`src/ufold_pkg.sv`:
```
package ufold_pkg;

    localparam logic [7:0] CAP_RESET  = 8'd40;
    localparam logic [7:0] BYTE_C3    = 8'hC3;
    localparam logic [7:0] BYTE_CONT  = 8'h80;
    localparam logic [7:0] BYTE_LEAD  = 8'hC0;
    localparam logic [6:0] CH_UNKNOWN = 7'h3F;  // '?'

    typedef enum logic [2:0] {
        MODE_NORMAL   = 3'b001,
        MODE_AFTER_C3 = 3'b010,
        MODE_SKIP     = 3'b100
    } t_mode;

    typedef struct packed {
        logic       emit;
        logic       last;
        logic [6:0] ch;
    } t_result;

    // Map the second byte of a 0xC3 sequence to a plain letter.
    function automatic logic [6:0] fold_latin1(input logic [7:0] d);
        logic [6:0] r;
        r = CH_UNKNOWN;
        if      (d >= 8'h80 && d <= 8'h85) r = 7'h41;  // A
        else if (d >= 8'hA0 && d <= 8'hA5) r = 7'h61;  // a
        else if (d == 8'h87)               r = 7'h43;  // C
        else if (d == 8'hA7)               r = 7'h63;  // c
        else if (d >= 8'h88 && d <= 8'h8B) r = 7'h45;  // E
        else if (d >= 8'hA8 && d <= 8'hAB) r = 7'h65;  // e
        else if (d >= 8'h8C && d <= 8'h8F) r = 7'h49;  // I
        else if (d >= 8'hAC && d <= 8'hAF) r = 7'h69;  // i
        else if (d == 8'h91)               r = 7'h4E;  // N
        else if (d == 8'hB1)               r = 7'h6E;  // n
        else if (d >= 8'h92 && d <= 8'h96) r = 7'h4F;  // O
        else if (d >= 8'hB2 && d <= 8'hB6) r = 7'h6F;  // o
        else if (d >= 8'h99 && d <= 8'h9C) r = 7'h55;  // U
        else if (d >= 8'hB9 && d <= 8'hBC) r = 7'h75;  // u
        else if (d == 8'h9F)               r = 7'h73;  // s
        return r;
    endfunction

endpackage

```
`src/ufold_decode.sv`:
```
module ufold_decode
    import ufold_pkg::*;
(
    input  logic       i_clk,
    input  logic       i_rst_n,
    input  logic       i_fire,
    input  logic [7:0] i_byte,
    input  logic [7:0] i_capacity,
    output t_result    o_res
);

    t_mode      r_mode, n_mode;
    logic [7:0] r_count, n_count;
    logic       full;

    assign full = ({1'b0, r_count} + 9'd1) >= {1'b0, i_capacity};

    always_comb begin
        o_res   = '0;
        n_mode  = r_mode;
        n_count = r_count;
        if (i_byte == 8'h00) begin
            o_res.emit = 1'b1;
            o_res.last = 1'b1;
            n_mode     = MODE_NORMAL;
            n_count    = 8'd0;
        end else begin
            case (r_mode)
                MODE_AFTER_C3: begin
                    o_res.emit = 1'b1;
                    o_res.ch   = fold_latin1(i_byte);
                    n_mode     = MODE_NORMAL;
                    n_count    = r_count + 8'd1;
                end
                default: begin
                    // drop continuation bytes while skipping
                    if (!(r_mode == MODE_SKIP && i_byte >= BYTE_CONT && i_byte < BYTE_LEAD)) begin
                        n_mode = MODE_NORMAL;
                        if (!full) begin
                            if (i_byte < BYTE_CONT) begin
                                o_res.emit = 1'b1;
                                o_res.ch   = i_byte[6:0];
                                n_count    = r_count + 8'd1;
                            end else if (i_byte == BYTE_C3) begin
                                n_mode = MODE_AFTER_C3;
                            end else begin
                                n_mode = MODE_SKIP;
                            end
                        end
                    end
                end
            endcase
        end
    end

    always_ff @(posedge i_clk) begin
        if (!i_rst_n) begin
            r_mode  <= MODE_NORMAL;
            r_count <= 8'd0;
        end else if (i_fire) begin
            r_mode  <= n_mode;
            r_count <= n_count;
        end
    end

`ifndef SYNTHESIS
    a_term_clears: assert property (@(posedge i_clk) disable iff (!i_rst_n)
        i_fire && i_byte == 8'h00 |=> r_count == 8'd0 && r_mode == MODE_NORMAL)
        else $error("terminator did not clear decode state");
    a_c3_room: assert property (@(posedge i_clk) disable iff (!i_rst_n)
        r_mode == MODE_AFTER_C3 |-> r_count < 8'd254)
        else $error("lead byte accepted without room for its letter");
    a_c3_emits: assert property (@(posedge i_clk) disable iff (!i_rst_n)
        i_fire && r_mode == MODE_AFTER_C3 |=> r_mode == MODE_NORMAL)
        else $error("second byte left decoder out of normal mode");
`endif

endmodule

```
`src/ufold_out_buf.sv`:
```
module ufold_out_buf
    import ufold_pkg::*;
(
    input  logic       i_clk,
    input  logic       i_rst_n,
    input  logic       i_push,
    input  t_result    i_res,
    output logic       o_ready,
    output logic       o_valid,
    input  logic       i_ready,
    output logic [6:0] o_ch,
    output logic       o_last
);

    logic       r_out_valid, r_skid_valid;
    logic [6:0] r_out_ch, r_skid_ch;
    logic       r_out_last, r_skid_last;
    logic       pop;

    assign pop     = r_out_valid && i_ready;
    assign o_ready = !r_skid_valid;
    assign o_valid = r_out_valid;
    assign o_ch    = r_out_ch;
    assign o_last  = r_out_last;

    always_ff @(posedge i_clk) begin
        if (!i_rst_n) begin
            r_out_valid  <= 1'b0;
            r_skid_valid <= 1'b0;
        end else if (pop) begin
            if (r_skid_valid) begin
                r_out_valid  <= 1'b1;
                r_skid_valid <= 1'b0;
            end else begin
                r_out_valid <= i_push;
            end
        end else if (i_push) begin
            if (r_out_valid) begin
                r_skid_valid <= 1'b1;
            end else begin
                r_out_valid <= 1'b1;
            end
        end
    end

    always_ff @(posedge i_clk) begin
        if (pop) begin
            if (r_skid_valid) begin
                r_out_ch   <= r_skid_ch;
                r_out_last <= r_skid_last;
            end else if (i_push) begin
                r_out_ch   <= i_res.ch;
                r_out_last <= i_res.last;
            end
        end else if (i_push) begin
            if (r_out_valid) begin
                r_skid_ch   <= i_res.ch;
                r_skid_last <= i_res.last;
            end else begin
                r_out_ch   <= i_res.ch;
                r_out_last <= i_res.last;
            end
        end
    end

`ifndef SYNTHESIS
    a_skid_order: assert property (@(posedge i_clk) disable iff (!i_rst_n)
        r_skid_valid |-> r_out_valid)
        else $error("skid holds an item ahead of an empty output register");
    a_no_overrun: assert property (@(posedge i_clk) disable iff (!i_rst_n)
        i_push |-> !r_skid_valid)
        else $error("item pushed into a full buffer");
    a_skid_fill: assert property (@(posedge i_clk) disable iff (!i_rst_n)
        $rose(r_skid_valid) |-> $past(r_out_valid && !i_ready))
        else $error("skid filled while the output drained");
`endif

endmodule

```
`src/utf8_accent_fold_to_ascii.sv`:
```
// Channel   Direction  Payload
// s_axis    in         tdata[7:0] = in_byte
// m_axis    out        tdata[6:0] = out_byte, tdata[7] = 0; tlast = out_last
// cfg       in         i_cfg_wr_data[7:0] = out_capacity (reset 40)
//
// One byte is taken every cycle while the skid stage of the output buffer is empty.
// The input register feeds the decoder, whose result lands in an output
// register backed by a one-entry skid stage, so a stalled m_axis side holds
// input only once both are full. Reset is synchronous, active low, and
// clears the decode mode, the character count and all valid flags.
module utf8_accent_fold_to_ascii
    import ufold_pkg::*;
(
    input  logic       i_clk,
    input  logic       i_rst_n,
    input  logic       s_axis_tvalid,
    output logic       s_axis_tready,
    input  logic [7:0] s_axis_tdata,   // [7:0] in_byte
    output logic       m_axis_tvalid,
    input  logic       m_axis_tready,
    output logic [7:0] m_axis_tdata,   // [6:0] out_byte, [7] zero
    output logic       m_axis_tlast,
    input  logic       i_cfg_wr_en,
    input  logic [7:0] i_cfg_wr_data
);

    logic       r_in_valid;
    logic [7:0] r_in_byte;
    logic [7:0] r_capacity;
    logic       buf_ready, fire;
    t_result    res;
    logic [6:0] out_ch;

    // advance the input register whenever the result side has room
    assign fire          = r_in_valid && buf_ready;
    assign s_axis_tready = !r_in_valid || fire;

    always_ff @(posedge i_clk) begin
        if (!i_rst_n) begin
            r_in_valid <= 1'b0;
            r_capacity <= CAP_RESET;
        end else begin
            if (s_axis_tready) begin
                r_in_valid <= s_axis_tvalid;
            end
            if (i_cfg_wr_en) begin
                r_capacity <= i_cfg_wr_data;
            end
        end
    end

    always_ff @(posedge i_clk) begin
        if (s_axis_tready && s_axis_tvalid) begin
            r_in_byte <= s_axis_tdata;
        end
    end

    ufold_decode u_decode (
        .i_clk      (i_clk),
        .i_rst_n    (i_rst_n),
        .i_fire     (fire),
        .i_byte     (r_in_byte),
        .i_capacity (r_capacity),
        .o_res      (res)
    );

    ufold_out_buf u_out_buf (
        .i_clk   (i_clk),
        .i_rst_n (i_rst_n),
        .i_push  (fire && res.emit),
        .i_res   (res),
        .o_ready (buf_ready),
        .o_valid (m_axis_tvalid),
        .i_ready (m_axis_tready),
        .o_ch    (out_ch),
        .o_last  (m_axis_tlast)
    );

    assign m_axis_tdata = {1'b0, out_ch};

endmodule

```
`config.mk`:
```
export PLATFORM = sky130hd
export DESIGN_NAME = utf8_accent_fold_to_ascii
export DESIGN_NICKNAME = d
export VERILOG_FILES = /design/src/ufold_pkg.sv /design/src/ufold_decode.sv /design/src/ufold_out_buf.sv /design/src/utf8_accent_fold_to_ascii.sv
export SDC_FILE = /design/constraint.sdc
export NUM_CORES = 1
export LEC_CHECK = 0
export ABC_AREA = 1
export BUFFER_PORTS_ARGS = -buffer_cell sky130_fd_sc_hd__buf_2
export CAP_MARGIN = 20
export CORE_MARGIN = 2
export CORE_UTILIZATION = 45
export DETAILED_ROUTE_END_ITERATION = 8
export GPL_ROUTABILITY_DRIVEN = 0
export HOLD_SLACK_MARGIN = 0.06
export PLACE_DENSITY = 0.67
export SLEW_MARGIN = 20
export SYNTH_ARGS = -nofsm -noshare
export SYNTH_HDL_FRONTEND = slang
export SYNTH_SLANG_ARGS = --single-unit
```
`constraint.sdc`:
```
create_clock -name i_clk -period 2.8 [get_ports i_clk]
set_input_delay 0.28 -clock i_clk [delete_from_list [all_inputs] [get_ports i_clk]]
set_output_delay 0.28 -clock i_clk [all_outputs]
set_load 0.05 [all_outputs]
```
==> Word level (Yosys, flattened, before mapping) <==
Index checks and enable logic that the tools add are counted.
{ "classes": {"n_addsub": 2, "reduce_logical": 29, "mux": 50, "bitwise_logic": 2, "n_eq_ne": 11, "magnitude_cmp": 23} }
{ "op_table": {"columns": ["op", "count"], "rows": [
  ["$mux W7", 25],
  ["$ge A8 B8 Y1 const B", 10],
  ["$le A8 B8 Y1 const B", 10],
  ["$eq A8 B8 Y1 const B", 6],
  ["$mux W8", 5],
  ["$mux W3", 6],
  ["$logic_and A1 B1 Y1", 16],
  ["$lt A8 B8 Y1 const B", 2],
  ["$mux W1", 14],
  ["$add A8 B1 Y9 const B", 1],
  ["$ge A9 B8 Y1", 1],
  ["$add A8 B1 Y8 const B", 1],
  ["$logic_not A8 Y1", 1],
  ["$reduce_and A3 Y1", 2],
  ["$reduce_and A2 Y1", 2],
  ["$reduce_and A4 Y1", 1],
  ["$reduce_bool A2 Y1", 2],
  ["$eq A3 B2 Y1 const B", 1],
  ["$eq A3 B3 Y1 const B", 1],
  ["$ne A3 B2 Y1 const B", 1],
  ["$ne A3 B3 Y1 const B", 1],
  ["$reduce_bool A3 Y1", 1],
  ["$logic_not A1 Y1", 2],
  ["$ne A2 B2 Y1 const B", 1],
  ["other kinds (3)", 4]
]} }
{ "word_totals": {"elab_cells": 128, "reg_bits": 46, "out_inout_bits": 11} }

==> Logic depth before layout (Yosys ltp) <==
Gate-level depths: netlist of run 1.
{ "depth": {"word_depth": 21, "ltp_mapped": 18, "mapped_depth_nobuf": 18} }

==> By module <==
Synthesis of run 1 repeated with hierarchy kept, for this count alone.
{ "unflattened": {"hier_cells": 405, "area_unflattened_um2": 2852.7} }
{ "modules_own_cells": {"columns": ["module", "n_inst", "seq_area_each_um2", "cells_per_inst", "area_each_um2"], "rows": [
  ["ufold_decode", 1, 220.2, 291, 1585.3],
  ["ufold_out_buf", 1, 520.5, 60, 691.9],
  ["utf8_accent_fold_to_ascii", 1, 420.4, 54, 575.6]
]} }

==> Worst setup path before layout of run 1 <==
OpenSTA, ideal clock, no wires.
{ "synth_path": {"path_type": "register to register", "startpoint": "reg u_decode.r_count[0]", "endpoint": "reg u_out_buf.r_skid_ch[0], enable pin", "setup_ns": 0.370, "setup_slack_ns": -0.111, "required_time_ns": 2.430, "path_stages_with_launch": 18, "t_arrival_ns": 2.540, "path_buffers": 1, "cell_sequence": "dfxtp_1 > nand2_1 > nor2_1 > nand4_1 > nor2_1 > xor2_1 > inv_1 > ha_1 > nand2_1 > nor2_1 > nand3_1 > o21ai_2 > nor2_2 > nand2_2 > nand2_4 > nand2_4 > buf_6 > nor2_1"} }
{ "synth_via": {"elab_chain_len": 8} }
{ "synth_rtl": {"columns": ["element", "line", "text"], "rows": [
  ["start, declared", "ufold_decode.sv:13", "logic [7:0] r_count, n_count;"],
  ["start signal, assigned", "ufold_decode.sv:62", "r_count <= n_count;"],
  ["$add A8 B1 Y9", "ufold_decode.sv:16", "assign full = ({1'b0, r_count} + 9'd1) >= {1'b0, i_capacity};"],
  ["$ge A9 B8 Y1", "ufold_decode.sv:16", null],
  ["$mux W1", "ufold_decode.sv:39", "if (!full) begin"],
  ["$mux W1", "ufold_decode.sv:37", "if (!(r_mode == MODE_SKIP && i_byte >= BYTE_CONT && i_byte < BYTE_LEAD)) begin"],
  ["$mux W1", "ufold_decode.sv:28", "case (r_mode)"],
  ["$mux W1", "ufold_decode.sv:22", "if (i_byte == 8'h00) begin"],
  ["$logic_and A1 B1 Y1", "utf8_accent_fold_to_ascii.sv:70", ".i_push (fire && res.emit),"],
  ["$reduce_and A3 Y1 (no line)", null, null],
  ["end signal, assigned", "ufold_out_buf.sv:57", "r_skid_ch <= i_res.ch;"],
  ["end, declared", "ufold_out_buf.sv:16", "logic [6:0] r_out_ch, r_skid_ch;"]
]} }
No other way between the ends.
A chain may end at the register's enable or synchronous reset.

==> Final worst setup path of run 1 <==
{ "layout_path": {"startpoint": "reg u_decode.r_count[2]", "endpoint": "reg u_out_buf.r_out_ch[4], in the netlist u_out_buf.o_ch[4], enable pin"} }
{ "layout_via": {"elab_chain_len": 9, "elab_cells_between_ends": 10, "classes_between": "add/sub: 1; order compare: 1; mux: 4; reduce/logical: 4"} }
{ "layout_rtl": {"columns": ["element", "line", "text"], "rows": [
  ["$add A8 B1 Y9 *", "ufold_decode.sv:16", null],
  ["$ge A9 B8 Y1 *", "ufold_decode.sv:16", null],
  ["$mux W1 *", "ufold_decode.sv:39", null],
  ["$mux W1 *", "ufold_decode.sv:37", null],
  ["$mux W1 *", "ufold_decode.sv:28", null],
  ["$mux W1 *", "ufold_decode.sv:22", null],
  ["$logic_and A1 B1 Y1 *", "utf8_accent_fold_to_ascii.sv:70", null],
  ["$reduce_bool A2 Y1 (no line)", null, null],
  ["$reduce_and A3 Y1 (no line) *", null, null],
  ["end signal, assigned", "ufold_out_buf.sv:49", "r_out_ch <= r_skid_ch;"],
  ["end signal, assigned", "ufold_out_buf.sv:52", "r_out_ch <= i_res.ch;"],
  ["end signal, assigned", "ufold_out_buf.sv:60", "r_out_ch <= i_res.ch;"],
  ["end, declared", "ufold_out_buf.sv:16", null]
]} }
Every way passes the cells marked *; elsewhere a longest branch is shown, timed or not.

==> summary.md, run 1 <==
| Metric | Value |
|---|---|
| Overflow after GRT | `0` |
| Met2 Track Usage GR | `0.2369` |
| Sequential share of the synthesized area | `0.4278` |
| Met1 Use GR | `0.2566` |
| Fraction of layout cells with a size suffix above 1 | `0.1737` |
| Antenna violations before repair | `0` |
| CP Launch Type | `flop` |
| CTS H-tree lvls | `2` |
| Pleak | `around 1.5 nW` |
| Critical path, cell by cell | `inv_1, nor2_1, nand4_1, nor2_1, xor2_1, inv_1, ha_1, nand2_1, nor2_1, nand3_1, o21ai_2, nor2_2, nand2_2, nand2_4, nand2_4, a21oi_4` |
| First-pass DRT Iterations | `5` |
| Commonest cells after routing, fill and taps aside | `nand2_1, inv_1, nor2_1` |
| DIE HEIGHT | `81.66 µm` |
| Status | `finished, final reports clean` |
| DR vias | `between 2k and 2.5k` |
| Drt wl/cell | `around 11 µm` |
| Clk Latency, worst-skew pair | `around 0.30 ns` |
| Worst path max stage delay | `about 0.37 ns` |
| Total die area | `around 0.0067 mm²` |
| Diode count | `0` |
| Syn avg cell area | `7.395 µm²` |
| Setup TNS | `0 ns` |
| Setup slack after layout | `0.2118 ns` |
| Met3 Use GR | `0.03846` |
| FF+latch count, synth | `46` |
| Drt drc | `0` |
| Fin Clk Skew | `between 0.007 and 0.008 ns` |
| Vias/cell | `between 4 and 5` |
| Drt total wl | `5314 µm` |
| Commonest non-fill, non-tap cell in the layout | `nand2_1` |
| Critical Path AT | `roughly 2.6 ns` |
| Warnings from Yosys | `0` |
| Fmax | `slightly below 400 MHz` |
| Fillers | `between 500 and 600` |
| Max-cap violations | `0` |
| Row count | `28` |
| Relative slew slack | `0.5259` |
| Vias in the first global route | `between 1.5k and 2k` |
| GRT Total Usage | `0.1695` |
| Slew Limit Fails | `0` |
| Post-route antenna net violation count | `0` |
| Final setup violating endpoints | `0` |
| Pwr dens | `roughly 480 mW/mm²` |
| Largest net degree at the start of global routing | `17` |
| Final Hold Fails | `0` |
| Highest-delay cell along the critical path | `dfxtp_2` |
| Worst setup EP type | `flop` |
| DP Wirelength | `between 4000 and 5000 µm` |
| Num ports | `32` |
| Final Hold Slack | `approximately 0.15 ns` |
| Top Usage Layer GRT | `met1` |
| CTS tree | `built` |
| Area growth syn-to-layout | `13.37%` |
| Syn_nets | `just under 400` |
| Unrepaired setup endpoints after global routing | `no` |
| Pwr Total | `roughly 1.5 mW` |
| Minimum period implied by the final worst setup slack | `~2.6 ns` |
| Die Wd | `between 80 and 90 µm` |
| Final core utilization | `0.5227` |
| Max VDD drop | `0.2789 mV` |
| Initial DRC count | `132` |
| Port buffer count | `30` |
| CTS root buffer | `clkbuf_8` |
| Setup slack at placement | `~0.13 ns` |
| Most frequent cell on the critical path | `nor2_1` |
| Mapped Cells | `367` |
| Core ar. | `roughly 0.0059 mm²` |
| Starting density of the core | `0.4611` |
| Hold_buf cts | `0` |
| Nets | `around 430` |
| Clk sinks | `46` |
| Slew @ Worst Pin | `between 0.7 and 0.8 ns` |
| Critical path peak fanout | `8` |
| CTS max path bufs | `2` |
| CP required | `2.78 ns` |
| Yosys cell types | `31` |
| CTS Buf Count | `5` |
| Synthesized cell area | `0.002714 mm²` |
| Clk slew on worst S/H paths | `0.09 ns` |
| Critical path class | `reg -> reg` |
| First-pass GRT wire length | `about 9000 µm` |
| Final period utilization | `0.9244` |
| Hold/Removal Path Class | `in -> reg` |
## per-layer routing
layer | wire length (µm) | up-vias
li1 | - | 1243
met1 | 2758 | 983
met2 | 2153 | 67
met3 | 299 | 10
met4 | 103 | 0
met5 | 0 | -
## worst paths after layout
check                           depth (start not counted)                end  slack [ns]                 from
worst max register to register                         16  u_out_buf.o_ch[4]        0.21  u_decode.r_count[2]
worst max-delay path                                   16  u_out_buf.o_ch[4]        0.21  u_decode.r_count[2]
worst min register to register                          2      r_capacity[1]        0.47        r_capacity[1]
worst min-delay path                                    1       r_in_byte[2]        0.15      s_axis_tdata[2]
## metrics by stage
step	cell area (µm²)	cells
final	3077	478
after global routing	3077	478
after floorplan	2724	367
after global placement	2963	470
after detailed placement	2963	470
after CTS	3069	478
## what timing repair did
item | in CTS | in global routing
setup buffers | 0 | 0
resized for setup | 0 | 3
endpoints found under the setup margin | 0 | 16
## cell type report
type                    count  area [µm²]  area share
clock buffers               7       98.84     0.03213
clock inverters             1       7.507    0.002440
inverters                  58       217.7     0.07076
multi-input cells         257        1315      0.4274
flip-flops and latches     46        1164      0.3782
well taps                  75       93.84     0.03050
repair buffers             34       180.2     0.05856
## critical path: cells and delay by family, from the launching register on
| family | cells | cell delay (ns) |
|---|---|---|
| compound gates | 2 | 0.35 |
| flops | 1 | 0.37 |
| simple gates | 10 | 0.95 |
| xor+xnor | 1 | 0.16 |
| fa+ha+maj | 1 | 0.31 |
| buf+inv | 2 | 0.13 |
## state kept, by name, indices dropped and copies added, names as in the netlist
signal and cells:
u_out_buf.o_valid 1, r_capacity 8, u_decode.r_count 8, u_out_buf.r_skid_last 1
u_out_buf.o_ch 7, r_in_valid 1, r_in_byte 8, u_out_buf.r_skid_valid 1
u_out_buf.o_last 1, u_decode.r_mode 3, u_out_buf.r_skid_ch 7
## Yosys cell counts (all sizes together)
master,count,share of area
ha,9,0.041
xor2,5,0.016
edfxtp,24,0.27
nand3b,1,0.0028
nor2,53,0.086
nand3,29,0.055
a21oi,33,0.065
or2,2,0.0046
dfxtp,22,0.16
o22ai,1,0.0023
nor3,1,0.0060
inv,58,0.080
and3,1,0.0023
o21ai,17,0.033
conb,1,0.0014
nand4,6,0.019
nand2,98,0.14
clkbuf,3,0.0041
buf,3,0.0088
## power breakdown
part	total [mW]	switching (mW)	internal (mW)
clock network	0.470	0.236	0.234
registers	0.766	0.0233	0.743
logic	0.236	0.156	0.0805
total	1.47	0.415	1.06
## cells by family after synthesis
| logic type | after synthesis | share of synthesized area |
|---|---|---|
| other cells | 1 | 0.001382 |
| xor+xnor | 5 | 0.01614 |
| fa+ha+maj | 9 | 0.04149 |
| simple gates | 191 | 0.3200 |
| compound gates | 51 | 0.1000 |
| buf+inv | 64 | 0.09313 |
| flops | 46 | 0.4278 |
No activity file was read; power rests on OpenSTA's default activity.
==> run 2: changes to the inputs <==
--- a/config.mk
+++ b/config.mk
@@ -6,10 +6,11 @@
 export NUM_CORES = 1
 export LEC_CHECK = 0
 export ABC_AREA = 1
-export BUFFER_PORTS_ARGS = -buffer_cell sky130_fd_sc_hd__buf_2
+export BUFFER_PORTS_ARGS = -buffer_cell sky130_fd_sc_hd__buf_4
 export CAP_MARGIN = 20
 export CORE_MARGIN = 2
 export CORE_UTILIZATION = 45
+export CTS_BUF_LIST = sky130_fd_sc_hd__clkbuf_8
 export DETAILED_ROUTE_END_ITERATION = 8
 export GPL_ROUTABILITY_DRIVEN = 0
 export HOLD_SLACK_MARGIN = 0.06
==> summary.md, run 2 (synthesis gave the netlist of run 1 again) <==
| Metric | Value |
|---|---|
| Unrepaired setup endpoints after global routing | `no (unchanged)` |
| Final setup violating endpoints | `0 (unchanged)` |
| Drt drc | `0 (unchanged)` |
| Setup TNS | `0 ns (unchanged)` |
| Largest net degree at the start of global routing | `17 (unchanged)` |
| Area growth syn-to-layout | `16.18% (was 13.37%)` |
| Sequential power share | `0.509 (was 0.520)` |
| Port buffer count | `30 (unchanged)` |
| GRT Total Usage | `0.1818 (was 0.1695)` |
| Commonest cells after routing, fill and taps aside | `nand2_1, inv_1, nor2_1 (unchanged)` |
| Hold Path Origin | `s_axis_tdata[4] (was s_axis_tdata[2])` |
| Pleak | `1.565 nW (was 1.532 nW)` |
| R2R cell count | `15 (was 16)` |
| DIE HEIGHT | `81.66 µm (unchanged)` |
| Reg-to-Reg Start | `u_decode.r_count[0] (was u_decode.r_count[2])` |
| Diode count | `0 (unchanged)` |
| Critical Path AT | `2.57 ns (about the same)` |
| Final Hold Fails | `0 (unchanged)` |
| Worst path max stage delay | `0.38 ns (was 0.37 ns)` |
| Clk slew on worst S/H paths | `0.09 ns (about the same)` |
| Logic pwr share | `0.164 (was 0.161)` |
| CTS tree | `built (unchanged)` |
| Max-cap violations | `0 (unchanged)` |
| Reg2reg end | `u_out_buf.o_last (was u_out_buf.o_ch[4])` |
| Critical path peak fanout | `8 (unchanged)` |
| Fin Clk Skew | `0.005456 ns (was 0.007323 ns)` |
| Slew Limit Fails | `0 (unchanged)` |
| Clk Latency, worst-skew pair | `0.31 ns (was 0.30 ns)` |
| Fraction of layout cells with a size suffix above 1 | `0.1687 (was 0.1737)` |
| Post-route antenna net violation count | `0 (unchanged)` |
| P_int | `1.097 mW (was 1.058 mW)` |
| Sw power | `412.4 µW (was 415.3 µW)` |
| CP required | `2.79 ns (was 2.78 ns)` |
| CTS H-tree lvls | `2 (unchanged)` |
| Die Wd | `81.66 µm (unchanged)` |
| Pwr Total | `1.510 mW (was 1.473 mW)` |
| CTS Buf Count | `5 (unchanged)` |
| Max VDD drop | `0.2776 mV (was 0.2789 mV)` |
| Worst reg2reg setup slack | `0.22 ns (was 0.21 ns)` |
| First-pass GRT wire length | `9142 µm (was 8763 µm)` |
| Nets | `432 (unchanged)` |
| Vias in the first global route | `2000 (was 1952)` |
| Worst setup EP type | `flop (unchanged)` |
| Delay-heaviest family, CP | `simple AND/OR/NAND/NOR gates (unchanged)` |
| Total die area | `0.006668 mm² (unchanged)` |
| Drt total wl | `5555 µm (was 5314 µm)` |
| Vias/cell | `4.818 (unchanged)` |
| DP Wirelength | `4280 µm (was 4088 µm)` |
| Clk sinks | `46 (unchanged)` |
| Highest-delay cell along the critical path | `dfxtp_2 (unchanged)` |
| Worst Path Buf+Inv | `1 (was 2)` |
| Pwr dens | `478.8 mW/mm² (was 478.7 mW/mm²)` |
| Antenna violations before repair | `0 (unchanged)` |
| Relative slew slack | `0.5290 (was 0.5259)` |
| Critical path class | `reg -> reg (unchanged)` |
| Final period utilization | `0.9206 (was 0.9244)` |
| CTS root buffer | `clkbuf_8 (unchanged)` |
| Commonest non-fill, non-tap cell in the layout | `nand2_1 (unchanged)` |
| Row count | `28 (unchanged)` |
| Switching part of the total | `0.2732 (was 0.2819)` |
| Setup bufs post-CTS | `0 (unchanged)` |
| Overflow after GRT | `0 (unchanged)` |
| CP Launch Type | `flop (unchanged)` |
| Fmax | `387.9 MHz (was 386.4 MHz)` |
| Hold Path Sink | `r_in_byte[4] (was r_in_byte[2])` |
| Initial DRC count | `110 (was 132)` |
| Minimum period implied by the final worst setup slack | `2.578 ns (was 2.588 ns)` |
| Clk network pwr share | `0.327 (was 0.319)` |
| Hold/Removal Path Class | `in -> reg (unchanged)` |
| Drt wl/cell | `11.62 µm (was 11.12 µm)` |
| CTS max path bufs | `2 (unchanged)` |
| Status | `finished, final reports clean (unchanged)` |
| Hold Path Depth | `1 (unchanged)` |
| Critical path, cell by cell | `ha_1, nand3_2, nor2_2, nand2_2, xor2_1, ha_1, nand2_1, inv_1, nand3_1, o21ai_2, nor2_2, nand2_2, nand2_4, nand2_4, a21oi_4 (was inv_1, nor2_1, nand4_1, nor2_1, xor2_1, inv_1, ha_1, nand2_1, nor2_1, nand3_1, o21ai_2, nor2_2, nand2_2, nand2_4, nand2_4, a21oi_4)` |
| Num ports | `32 (unchanged)` |
| DR vias | `2303 (unchanged)` |
| Number of cells on the critical path | `15 (was 16)` |
| First-pass DRT Iterations | `4 (was 5)` |
| Starting density of the core | `0.4611 (unchanged)` |
| Core ar. | `0.005886 mm² (unchanged)` |
| Largest registers | `r_capacity x8, r_in_byte x8, u_decode.r_count x8 (unchanged)` |
| Slew @ Worst Pin | `0.7064 ns (was 0.7111 ns)` |
## run 2: metrics by stage
| step | setup slack, ns | util | hold slack, ns | instances | instance area [µm²] |
|---|---|---|---|---|---|
| after floorplan | 0.04333 | - | 0.3789 | 367 | 2724 |
| after global placement | 0.2423 | 0.5162 | 0.4526 | 470 | 3038 |
| after detailed placement | 0.1213 | 0.5162 | 0.4575 | 470 | 3038 |
| after CTS | 0.1012 | 0.5347 | 0.1312 | 478 | 3147 |
| after global routing | 0.01608 | 0.5357 | 0.1300 | 478 | 3153 |
| final | 0.2222 | 0.5357 | 0.1411 | 478 | 3153 |
## run 2: power groups by stage
stage | Clock [mW] | Combinational, mW | Sequential (mW)
detailed placement | 0 | 0.246 | 0.783
CTS | 0.509 | 0.247 | 0.767
finish | 0.494 | 0.248 | 0.768
floorplan | 0 | 0.162 | 0.794
global placement | 0 | 0.242 | 0.781
global route | 0.528 | 0.281 | 0.773
## run 2: what timing repair did
| item | in CTS | in global routing |
|---|---|---|
| gates resized for setup | 0 | 2 |
| hold buffers | 0 | 0 |
| endpoints found under the setup margin | 0 | 16 |
## run 2: worst max-delay path by stage
stage,start,slack (ns),endpoint
floorplan,u_decode.r_count[0],0.04,u_out_buf.r_skid_ch[0]
global placement,u_decode.r_count[0],0.24,u_out_buf.r_skid_ch[5]
detailed placement,u_decode.r_count[0],0.12,u_out_buf.r_skid_ch[4]
CTS,u_decode.r_count[0],0.10,u_out_buf.r_skid_ch[4]
global route,u_decode.r_count[2],0.02,u_out_buf.o_last
finish,u_decode.r_count[0],0.22,u_out_buf.o_last
## run 2: cell type report
class                      instances  area [µm²]
clock buffer                       5       68.82
tap                               75       93.84
multi-input combinational        257        1315
sequential                        46        1162
inverter                          58       217.7
timing repair buffer              34       255.2
fill                             558        2733
clock inverter                     3       40.04
## run 2: worst reg2reg max path: stages, from the launching register on
cell and delay (ns):
dfxtp_2 0.38, ha_1 0.21, nand3_2 0.11, nor2_2 0.11
nand2_2 0.08, xor2_1 0.20, ha_1 0.28, nand2_1 0.07
inv_1 0.05, nand3_1 0.09, o21ai_2 0.06, nor2_2 0.10
nand2_2 0.09, nand2_4 0.08, nand2_4 0.07, a21oi_4 0.29
## run 2: layer usage
layer  up-vias  track usage  part of all wire  routed length [µm]
li1       1240            -                 -                   -
met1      1009       0.2571              0.52                2901
met2        45       0.2680              0.42                2322
met3         9      0.04396             0.041                 225
met4         0      0.07000             0.019                 105
met5         -            0                 0                   0
